<file path="src/rtl/core/ldsr_pkg.sv">
`timescale 1ns / 1ps
`default_nettype none

package ldsr_pkg;

  // Request kinds carried on the input channel's tuser.
  localparam logic [1:0] REQ_LOAD    = 2'd0;
  localparam logic [1:0] REQ_REFRESH = 2'd1;
  localparam logic [1:0] REQ_TICK    = 2'd2;

  // Configuration register indexes.
  localparam logic CFG_BRIGHTNESS  = 1'b0;
  localparam logic CFG_DIGIT_COUNT = 1'b1;

  // Command bytes of the three frames.
  localparam logic [7:0] CMD_DATA_SET  = 8'h40;
  localparam logic [7:0] CMD_ADDR_SET  = 8'hC0;
  localparam logic [7:0] CMD_DISP_CTRL = 8'h88;
  localparam logic [2:0] BRIGHT_MASK   = 3'h7;

  localparam logic [3:0] DEFAULT_COUNT  = 4'd4;
  localparam logic [2:0] DEFAULT_BRIGHT = 3'd7;
  localparam logic [3:0] GROUPED_COUNT  = 4'd6;
  localparam logic [2:0] LAST_BIT       = 3'd7;
  localparam logic [1:0] FRAME_DATA     = 2'd1;
  localparam logic [1:0] FRAME_DISPLAY  = 2'd2;

  // Store order of the digits when six digits are sent, one nibble per position
  // with the first position in the lowest nibble.
  localparam logic [23:0] SIX_ORDER = {4'd3, 4'd4, 4'd5, 4'd0, 4'd1, 4'd2};

  typedef enum logic [14:0] {
    PH_IDLE = 15'h0001,
    PH_ST0  = 15'h0002,
    PH_ST1  = 15'h0004,
    PH_ST2  = 15'h0008,
    PH_ST3  = 15'h0010,
    PH_BIT0 = 15'h0020,
    PH_BIT1 = 15'h0040,
    PH_BIT2 = 15'h0080,
    PH_ACK0 = 15'h0100,
    PH_ACK1 = 15'h0200,
    PH_ACK2 = 15'h0400,
    PH_SP0  = 15'h0800,
    PH_SP1  = 15'h1000,
    PH_SP2  = 15'h2000,
    PH_SP3  = 15'h4000
  } phase_t;

endpackage

`default_nettype wire

</file>
<file path="src/rtl/core/led_display_serial_refresh_top.sv">
`timescale 1ns / 1ps
`default_nettype none
// Each accepted request's result is registered; one request per cycle is taken
// unless out_tready stalls the output. The pin sequencer advances one step per tick.
// The rate is set by the single output register, which the input side may refill
// in the cycle its result is taken. Reset (rst_n low, synchronous) clears the digit
// store, idles the sequencer with both lines released high and restores defaults.
module led_display_serial_refresh_top #(
  parameter int MAX_DIGITS = 8
) (
  input  wire logic        clk,
  input  wire logic        rst_n,
  input  wire logic        in_tvalid,
  output logic             in_tready,
  // [2:0] digit_index, [10:3] segments, [11] dio_sample, [15:12] zero
  input  wire logic [15:0] in_tdata,
  // [1:0] req_type
  input  wire logic [1:0]  in_tuser,
  output logic             out_tvalid,
  input  wire logic        out_tready,
  // [0] clk_level, [1] dio_release, [2] busy_res, [3] ack_ok, [4] rejected,
  // [5] done_res, [7:6] zero
  output logic [7:0]       out_tdata,
  input  wire logic        cfg_valid,
  output logic             cfg_ready,
  input  wire logic        cfg_index,
  input  wire logic [3:0]  cfg_data
);
  import ldsr_pkg::*;

  localparam int         IDX_W = (MAX_DIGITS > 1) ? $clog2(MAX_DIGITS) : 1;
  localparam logic [4:0] MAX_D = 5'(MAX_DIGITS);

  logic [7:0]  store_r [MAX_DIGITS];
  logic        store_we;
  logic [3:0]  store_wa;

  phase_t      phase_r, phase_nxt;
  logic [1:0]  frame_r, frame_nxt;
  logic [3:0]  byte_cnt_r, byte_cnt_nxt;
  logic [2:0]  bit_cnt_r, bit_cnt_nxt;
  logic [7:0]  shift_r, shift_nxt;
  logic        clk_out_r, clk_out_nxt;
  logic        dio_out_r, dio_out_nxt;
  logic        float_r, float_nxt;
  logic        ack_r, ack_nxt;
  logic [2:0]  bright_r, bright_nxt;
  logic [3:0]  count_r, count_nxt;
  logic [2:0]  run_bright_r, run_bright_nxt;
  logic [3:0]  run_count_r, run_count_nxt;
  logic        out_valid_r, out_valid_nxt;
  logic [7:0]  out_data_r, out_data_nxt;

  logic        in_acc;
  logic [1:0]  req;
  logic [2:0]  in_idx;
  logic [7:0]  in_seg;
  logic        in_sample;
  logic        busy;
  logic        rej;
  logic        done;
  logic [3:0]  eff_count;
  logic [3:0]  rd_idx;
  logic [7:0]  rd_byte;

  assign req       = in_tuser;
  assign in_idx    = in_tdata[2:0];
  assign in_seg    = in_tdata[10:3];
  assign in_sample = in_tdata[11];

  assign in_tready  = !out_valid_r || out_tready;
  assign in_acc     = in_tvalid && in_tready;
  assign out_tvalid = out_valid_r;
  assign out_tdata  = out_data_r;
  assign cfg_ready  = 1'b1;
  assign busy       = (phase_r != PH_IDLE);

  // Configuration writes land in shadow registers; a refresh latches them.
  always_comb begin
    bright_nxt = bright_r;
    count_nxt  = count_r;
    if (cfg_valid) begin
      unique case (cfg_index)
        CFG_BRIGHTNESS:  bright_nxt = cfg_data[2:0];
        CFG_DIGIT_COUNT: count_nxt  = cfg_data;
        default: ;
      endcase
    end
  end

  always_comb begin
    eff_count = (count_r == 4'd0) ? DEFAULT_COUNT : count_r;
    if ({1'b0, eff_count} > MAX_D) begin
      eff_count = MAX_D[3:0];
    end
  end

  always_comb begin
    rd_idx = byte_cnt_r;
    if (run_count_r == GROUPED_COUNT && byte_cnt_r < 4'd6) begin
      rd_idx = SIX_ORDER[{byte_cnt_r[2:0], 2'b00} +: 4];
    end
    rd_byte = 8'h00;
    if ({1'b0, rd_idx} < MAX_D) begin
      rd_byte = store_r[rd_idx[IDX_W-1:0]];
    end
  end

  always_comb begin
    phase_nxt      = phase_r;
    frame_nxt      = frame_r;
    byte_cnt_nxt   = byte_cnt_r;
    bit_cnt_nxt    = bit_cnt_r;
    shift_nxt      = shift_r;
    clk_out_nxt    = clk_out_r;
    dio_out_nxt    = dio_out_r;
    float_nxt      = float_r;
    ack_nxt        = ack_r;
    run_bright_nxt = run_bright_r;
    run_count_nxt  = run_count_r;
    store_we       = 1'b0;
    store_wa       = {1'b0, in_idx};
    rej            = 1'b0;
    done           = 1'b0;

    if (in_acc) begin
      case (req)
        REQ_LOAD: begin
          if (busy) begin
            rej = 1'b1;
          end else if ({2'b00, in_idx} < MAX_D) begin
            store_we = 1'b1;
          end
        end
        REQ_REFRESH: begin
          if (busy) begin
            rej = 1'b1;
          end else begin
            run_count_nxt  = eff_count;
            run_bright_nxt = bright_r & BRIGHT_MASK;
            frame_nxt      = 2'd0;
            shift_nxt      = CMD_DATA_SET;
            byte_cnt_nxt   = 4'd0;
            bit_cnt_nxt    = 3'd0;
            phase_nxt      = PH_ST0;
          end
        end
        REQ_TICK: begin
          unique case (phase_r)
            PH_IDLE: ;
            PH_ST0: begin
              clk_out_nxt = 1'b1;
              phase_nxt   = PH_ST1;
            end
            PH_ST1: begin
              dio_out_nxt = 1'b1;
              phase_nxt   = PH_ST2;
            end
            PH_ST2: begin
              dio_out_nxt = 1'b0;
              phase_nxt   = PH_ST3;
            end
            PH_ST3: begin
              clk_out_nxt = 1'b0;
              phase_nxt   = PH_BIT0;
            end
            PH_BIT0: begin
              clk_out_nxt = 1'b0;
              phase_nxt   = PH_BIT1;
            end
            PH_BIT1: begin
              dio_out_nxt = shift_r[0];
              shift_nxt   = {1'b0, shift_r[7:1]};
              phase_nxt   = PH_BIT2;
            end
            PH_BIT2: begin
              clk_out_nxt = 1'b1;
              if (bit_cnt_r == LAST_BIT) begin
                bit_cnt_nxt = 3'd0;
                phase_nxt   = PH_ACK0;
              end else begin
                bit_cnt_nxt = bit_cnt_r + 3'd1;
                phase_nxt   = PH_BIT0;
              end
            end
            PH_ACK0: begin
              clk_out_nxt = 1'b0;
              float_nxt   = 1'b1;
              phase_nxt   = PH_ACK1;
            end
            PH_ACK1: begin
              clk_out_nxt = 1'b1;
              ack_nxt     = !in_sample;
              phase_nxt   = PH_ACK2;
            end
            PH_ACK2: begin
              clk_out_nxt = 1'b0;
              float_nxt   = 1'b0;
              if (frame_r == FRAME_DATA && byte_cnt_r < run_count_r) begin
                shift_nxt    = rd_byte;
                byte_cnt_nxt = byte_cnt_r + 4'd1;
                bit_cnt_nxt  = 3'd0;
                phase_nxt    = PH_BIT0;
              end else begin
                phase_nxt = PH_SP0;
              end
            end
            PH_SP0: begin
              clk_out_nxt = 1'b0;
              phase_nxt   = PH_SP1;
            end
            PH_SP1: begin
              dio_out_nxt = 1'b0;
              phase_nxt   = PH_SP2;
            end
            PH_SP2: begin
              clk_out_nxt = 1'b1;
              phase_nxt   = PH_SP3;
            end
            PH_SP3: begin
              dio_out_nxt = 1'b1;
              if (frame_r >= FRAME_DISPLAY) begin
                phase_nxt = PH_IDLE;
                frame_nxt = 2'd0;
                done      = 1'b1;
              end else begin
                // The next frame opens with its command byte.
                frame_nxt    = frame_r + 2'd1;
                shift_nxt    = (frame_r == 2'd0) ? CMD_ADDR_SET
                                                 : (CMD_DISP_CTRL | {5'd0, run_bright_r});
                byte_cnt_nxt = 4'd0;
                bit_cnt_nxt  = 3'd0;
                phase_nxt    = PH_ST0;
              end
            end
            default: ;
          endcase
        end
        default: ;
      endcase
    end
  end

  always_comb begin
    out_valid_nxt = out_valid_r;
    out_data_nxt  = out_data_r;
    if (in_acc) begin
      out_valid_nxt = 1'b1;
      out_data_nxt  = {2'b00, done, rej, ack_nxt, (phase_nxt != PH_IDLE),
                       (float_nxt || dio_out_nxt), clk_out_nxt};
    end else if (out_tready) begin
      out_valid_nxt = 1'b0;
    end
  end

  always_ff @(posedge clk) begin
    if (!rst_n) begin
      phase_r      <= PH_IDLE;
      frame_r      <= 2'd0;
      byte_cnt_r   <= 4'd0;
      bit_cnt_r    <= 3'd0;
      shift_r      <= 8'h00;
      clk_out_r    <= 1'b1;
      dio_out_r    <= 1'b1;
      float_r      <= 1'b0;
      ack_r        <= 1'b0;
      bright_r     <= DEFAULT_BRIGHT;
      count_r      <= DEFAULT_COUNT;
      run_bright_r <= DEFAULT_BRIGHT;
      run_count_r  <= DEFAULT_COUNT;
      out_valid_r  <= 1'b0;
    end else begin
      phase_r      <= phase_nxt;
      frame_r      <= frame_nxt;
      byte_cnt_r   <= byte_cnt_nxt;
      bit_cnt_r    <= bit_cnt_nxt;
      shift_r      <= shift_nxt;
      clk_out_r    <= clk_out_nxt;
      dio_out_r    <= dio_out_nxt;
      float_r      <= float_nxt;
      ack_r        <= ack_nxt;
      bright_r     <= bright_nxt;
      count_r      <= count_nxt;
      run_bright_r <= run_bright_nxt;
      run_count_r  <= run_count_nxt;
      out_valid_r  <= out_valid_nxt;
    end
  end

  always_ff @(posedge clk) begin
    out_data_r <= out_data_nxt;
  end

  always_ff @(posedge clk) begin
    if (!rst_n) begin
      for (int i = 0; i < MAX_DIGITS; i++) begin
        store_r[i] <= 8'h00;
      end
    end else if (store_we) begin
      store_r[store_wa[IDX_W-1:0]] <= in_seg;
    end
  end

  // A busy load or refresh must come back flagged as rejected.
  assert property (@(posedge clk) disable iff (!rst_n)
    (in_acc && busy && (req == REQ_LOAD || req == REQ_REFRESH)) |=> out_data_r[4])
    else $error("busy request not rejected");

  // The data line is released only inside the ack window.
  assert property (@(posedge clk) disable iff (!rst_n)
    float_r |-> (phase_r == PH_ACK1 || phase_r == PH_ACK2))
    else $error("data line released outside ack window");

  // An idle sequencer has no bit in flight.
  assert property (@(posedge clk) disable iff (!rst_n)
    (phase_r == PH_IDLE) |-> (bit_cnt_r == 3'd0 && frame_r == 2'd0))
    else $error("idle sequencer holds stale counters");

  // A finished refresh reports not busy in the same result.
  assert property (@(posedge clk) disable iff (!rst_n)
    (out_valid_r && out_data_r[5]) |-> !out_data_r[2])
    else $error("done reported while busy");

endmodule

`default_nettype wire

</file>
<file path="config.mk">
export PLATFORM = sky130hd
export DESIGN_NAME = led_display_serial_refresh_top
export DESIGN_NICKNAME = d
export VERILOG_FILES = /design/src/rtl/core/ldsr_pkg.sv /design/src/rtl/core/led_display_serial_refresh_top.sv
export SDC_FILE = /design/constraint.sdc
export NUM_CORES = 1
export LEC_CHECK = 0
export ABC_AREA = 1
export BUFFER_PORTS_ARGS = -buffer_cell sky130_fd_sc_hd__buf_2
export CORE_MARGIN = 8
export CORE_UTILIZATION = 50
export CTS_CLUSTER_SIZE = 24
export DETAILED_ROUTE_END_ITERATION = 16
export GPL_TIMING_DRIVEN = 0
export PLACE_DENSITY = 0.68
export SETUP_SLACK_MARGIN = 0.02
export SYNTH_ARGS = -nofsm -noshare
export SYNTH_HDL_FRONTEND = slang
export SYNTH_SLANG_ARGS = --single-unit
</file>
<file path="constraint.sdc">
create_clock -name clk -period 2.76 [get_ports clk]
set_input_delay 0.138 -clock clk [delete_from_list [all_inputs] [get_ports clk]]
set_output_delay 0.138 -clock clk [all_outputs]
set_load 0.01 [all_outputs]
</file>
* Word-level counts from Yosys, hierarchy flattened *
Memories as Yosys holds them, arrays and structs flattened.
Cells that the tools add are included.

cells by class
  add/sub/neg operators = 3
  mux-type cells = 58
  bitwise operators = 2
  reductions and logical operators = 26
  magnitude comparators = 5
  equality and inequality tests = 28
  shift-type cells = 1

operator list
  operator                   count
  $pmux W15 S14              1
  $mux W8                    5
  $mux W15                   2
  $ne A15 B1 Y1 const B      2
  $pmux W15 S2               1
  $mux W4                    6
  $pmux W8 S3                1
  $shiftx A24 B6 Y4 const A  1
  $mux W1                    21
  $reduce_and A6 Y1          3
  $pmux W4 S2                2
  $pmux W8 S2                1
  $eq A15 B10 Y1 const B     1
  $eq A15 B11 Y1 const B     1
  $eq A15 B12 Y1 const B     1
  $eq A15 B13 Y1 const B     1
  $eq A15 B14 Y1 const B     1
  $eq A15 B15 Y1 const B     1
  $eq A15 B2 Y1 const B      1
  $eq A15 B3 Y1 const B      1
  $eq A15 B4 Y1 const B      1
  $eq A15 B5 Y1 const B      1
  $eq A15 B6 Y1 const B      1
  $eq A15 B7 Y1 const B      1
  42 further kinds           65

word-level totals
  memories = 1
  RAM bits = 64
  bits in registers = 57
  input bits = 28
  word-level logic and storage cells = 141
  output and inout bits = 11

memory list
  memory   depth  bits a word  read ports  clocked after Yosys merged registers in  wr ports  RTL line                              source
  store_r  8      8            1           0                                        8         led_display_serial_refresh_top.sv:34  logic [7:0] store_r [MAX_DIGITS];

* Longest topological paths before layout *
  depth after elaboration = 9
  gate-level depth with buffers = 18
  depth with buffers taken out = 18

* Worst setup path after synthesis *
OpenSTA, ideal clock, no wires.

  kind = flip-flop to flip-flop
  start = register out_valid_r (netlist: out_tvalid)
  end = memory store_r[1][0] (enable)
  data arrival time = 1.849 ns
  clock period less this slack = 2.178 ns
  library setup time = 0.329 ns
  path slack = 0.582 ns
  cell stages (with the launch flop) = 8
  path through = dfxtp_1 nand2_1 nand2_1 clkinv_1 nand2_1 nor4b_2 nand2_1 nand2_1

RTL lines
  item                    RTL line                               source
  from (decl)             led_display_serial_refresh_top.sv:51   logic out_valid_r, out_valid_nxt;
  from (signal assigned)  led_display_serial_refresh_top.sv:286  out_valid_r <= out_valid_nxt;
  to (decl)               led_display_serial_refresh_top.sv:34

==> impl_metrics.toml <==
[run_status]
outcome = "complete, no violations"

[route]
dr.pass1.iters = 5
route.detailed.drc = 0
wl_per_cell_um = 16.9
drt_wl_total_um = 18400
drt_iter0_drc = 523
via_per_inst = 5.46
vias = 5936
detail-route-antenna-nets = 0

[layout]
final_cells = 1087
area_growth_pct = 17.2
nFillCells = 1160
final_common_cell = "nand2_1"
num_antenna_cells = 0
final_core_utilization_pct = 60.1
drive_above_1_share_pct = 15.6
layout_common_cells = "nand2_1 (175), nor2_1 (148), inv_1 (100)"
fin_nets = 941

[sta]
rsz0062_at_grt = "no"
finalSetupViolations = 0
drv_slew = 0
fmax_mhz = 389
fin_crit_sh_pct = 93.2
worst_pin_slew_ns = 0.833
maxSlewHeadroom_pct = 44.4
hold_violations = 0
finalCriticalPeriod_ns = 2.57
finalWorstSetupSlack_ns = 0.187
fin_worst_skew_ns = 0.00702

[yosys]
ys_ff_latch = 121
synth_cells = 837
syn_area_mm2 = 0.00649
avgSynthCellArea_um2 = 7.76
synth-main-ff-cell = "edfxtp_1"
ys_types = 39
synthArstFlopShare_pct = 0
synth_edf_count = 70
yosysWarnings = 0
synth-seq-area-share_pct = 48.1

[clock_tree]
ctsHtreeMaxLevel = 4
clkLatencyLatePin_ns = 0.41
cts_made_buffers = 17
clock_path_buffers = 2
clock-root-buffer = "clkbuf_16"
numClockSinks = 121
tritoncts = "done"
path_clk_slew_ns = 0.06

[critical_path]
path_delay_family = "simple AND/OR/NAND/NOR gates"
critical-path-max-stage-delay_ns = 0.46
path_max_fanout = 9
end_kind = "register"
worst_ep_arrival_time_ns = 2.67
worstSetupPathType = "register to register"
timing.rr.start = "phase_r[13]$_SDFF_PN0_"
path_cells = "nor2_1 -> nand2_1 -> nor4_4 -> nand2_1 -> nor4b_4 -> buf_4 -> nand2_2 -> nand2_2"
cp.required_ns = 2.85
cp-startpoint = "phase_r[13]$_SDFF_PN0_"
crit_slowest_cell = "nor4_4"
cp.buffers_inverters = 1
worst_setup_path_start_kind = "register"

[placed_design]
dp_slack_ns = -0.355
dp.cells = 1041
globalplace.congestion = 0.907
hpwlAfterDp_um = 13700
placement.io_buffers = 31

[global_route]
grt_max_degree = 17
grt_usage_pct = 22.7
gr-total-overflow = 0
grt_pass1_wl_um = 28600
grt_antenna_before_repair = 0
grt_pass1_vias = 5563

[floorplan]
core_mm2 = 0.0127
die-area_mm2 = 0.0169
io_pins = 39
die_x_um = 130
row_count = 41
die_h_um = 130
start_util_pct = 51.3

[min_path]
hp-start = "in_tdata[11]"
hold_class = "primary input to register"

[job]
maxCapViolCount = 0

[power]
worst_ir_drop_vdd_v = 0.000496
p_leak_nw = 3.43
power_density_mw_per_mm2 = 587
==> layout make-up <==
type | instances | area (um^2) | share of cell area (%)
Multi-Input combinational cell | 584 | 2910 | 38.2
Buffer | 23 | 134 | 1.76
Clock inverter | 13 | 105 | 1.38
Sequential cell | 121 | 3120 | 41.0
Clock buffer | 19 | 433 | 5.69
Timing Repair Buffer | 45 | 270 | 3.55
Tap cell | 172 | 215 | 2.83
Inverter | 110 | 424 | 5.57
==> synthesized netlist by cell type (4+ instances only) <==
cell	count	share of area, %
edfxtp_1	70	32
nand2_2	11	1.1
o21ai_0	30	2.3
a21oi_1	45	3.5
nand2_1	190	11
nor2_4	4	0.69
nor2_2	5	0.48
clkinv_1	7	0.40
o211ai_1	26	3.0
nor2_1	150	8.7
ha_1	11	2.1
nand3_1	58	4.5
clkbuf_1	9	0.52
buf_4	7	0.81
nor3_1	10	0.77
a21oi_2	4	0.54
inv_1	100	5.8
nand4_1	11	1.1
buf_2	5	0.39
dfxtp_1	51	16
==> logic make-up (layout without fill, tap and decap cells) <==
group                    Yosys count  after routing  synth area share, %
other                              2              3                0.116
AO/OA/AOI/OAI                    116            116                 10.7
AND/OR/NAND/NOR                  453            453                 30.5
buffers and inverters            133            210                 8.42
flip-flops                       121            121                 48.1
multiplexers                       1              1                0.154
adder cells (fa/ha/maj)           11             11                 2.12
==> power by group <==
group          total (mW)  switching [mW]  internal (mW)  leakage [nW]
registers            1.99          0.0279           1.97          1.13
clock network        2.03           0.802           1.23         0.266
logic               0.442           0.306          0.137          2.04
==> metrics by stage <==
stage	hold WS (ns)	TNS (ns)	total power, mW	area, um^2
floorplan	0.251	0	2.30	6500
global placement	0.363	-16.79	2.43	6870
detailed placement	0.368	-19.56	2.44	6870
CTS	0.00125	0	4.47	7490
global route	0.0404	0	4.63	7610
finish	0.0181	0	4.47	7610
==> worst reg2reg max path, cell delays in order, from the launching register on <==
cell,delay (ns)
dfxtp_1,0.35
nor2_1,0.11
nand2_1,0.15
nor4_4,0.46
nand2_1,0.22
nor4b_4,0.40
buf_4,0.20
nand2_2,0.13
nand2_2,0.24
==> worst paths after layout <==
path | slack (ns) | cells past startpoint | to
hold reg to reg | 0.45 | 2 | clk_out_r$_SDFF_PN1_
setup reg to reg | 0.19 | 8 | store_r[3][1]$_SDFFCE_PN0P_
setup / recovery | 0.19 | 8 | store_r[3][1]$_SDFFCE_PN0P_
hold / removal | 0.02 | 4 | ack_r$_SDFF_PN0_
==> state kept, by name, indices dropped and copies added (netlist names) <==
signal,count
ack_r,1
bit_cnt_r,3
bright_r,3
byte_cnt_r,4
clk_out_r,1
count_r,4
dio_out_r,1
float_r,1
frame_r,2
out_tdata,6
out_tvalid,1
phase_r,15
run_bright_r,3
run_count_r,4
shift_r,8
store_r,64
==> what timing repair did <==
item,in CTS,in global routing
pin swaps,0,3
hold endpoints to repair,6,0
gates resized for setup,8,18
buffers inserted,0,10
endpoints found under the setup margin,64,72
hold buffers,4,0
==> metal layers <==
layer  vias up  global-route usage, %  part of all wire [%]
met2       223                   33.8                    44
met1      2804                   30.4                    44
met3        37                   6.24                   8.8
li1       2872                      -                     -
met5         -                      0                     0
met4         0                   9.56                   2.4
Power figures use the tool's default switching activity.
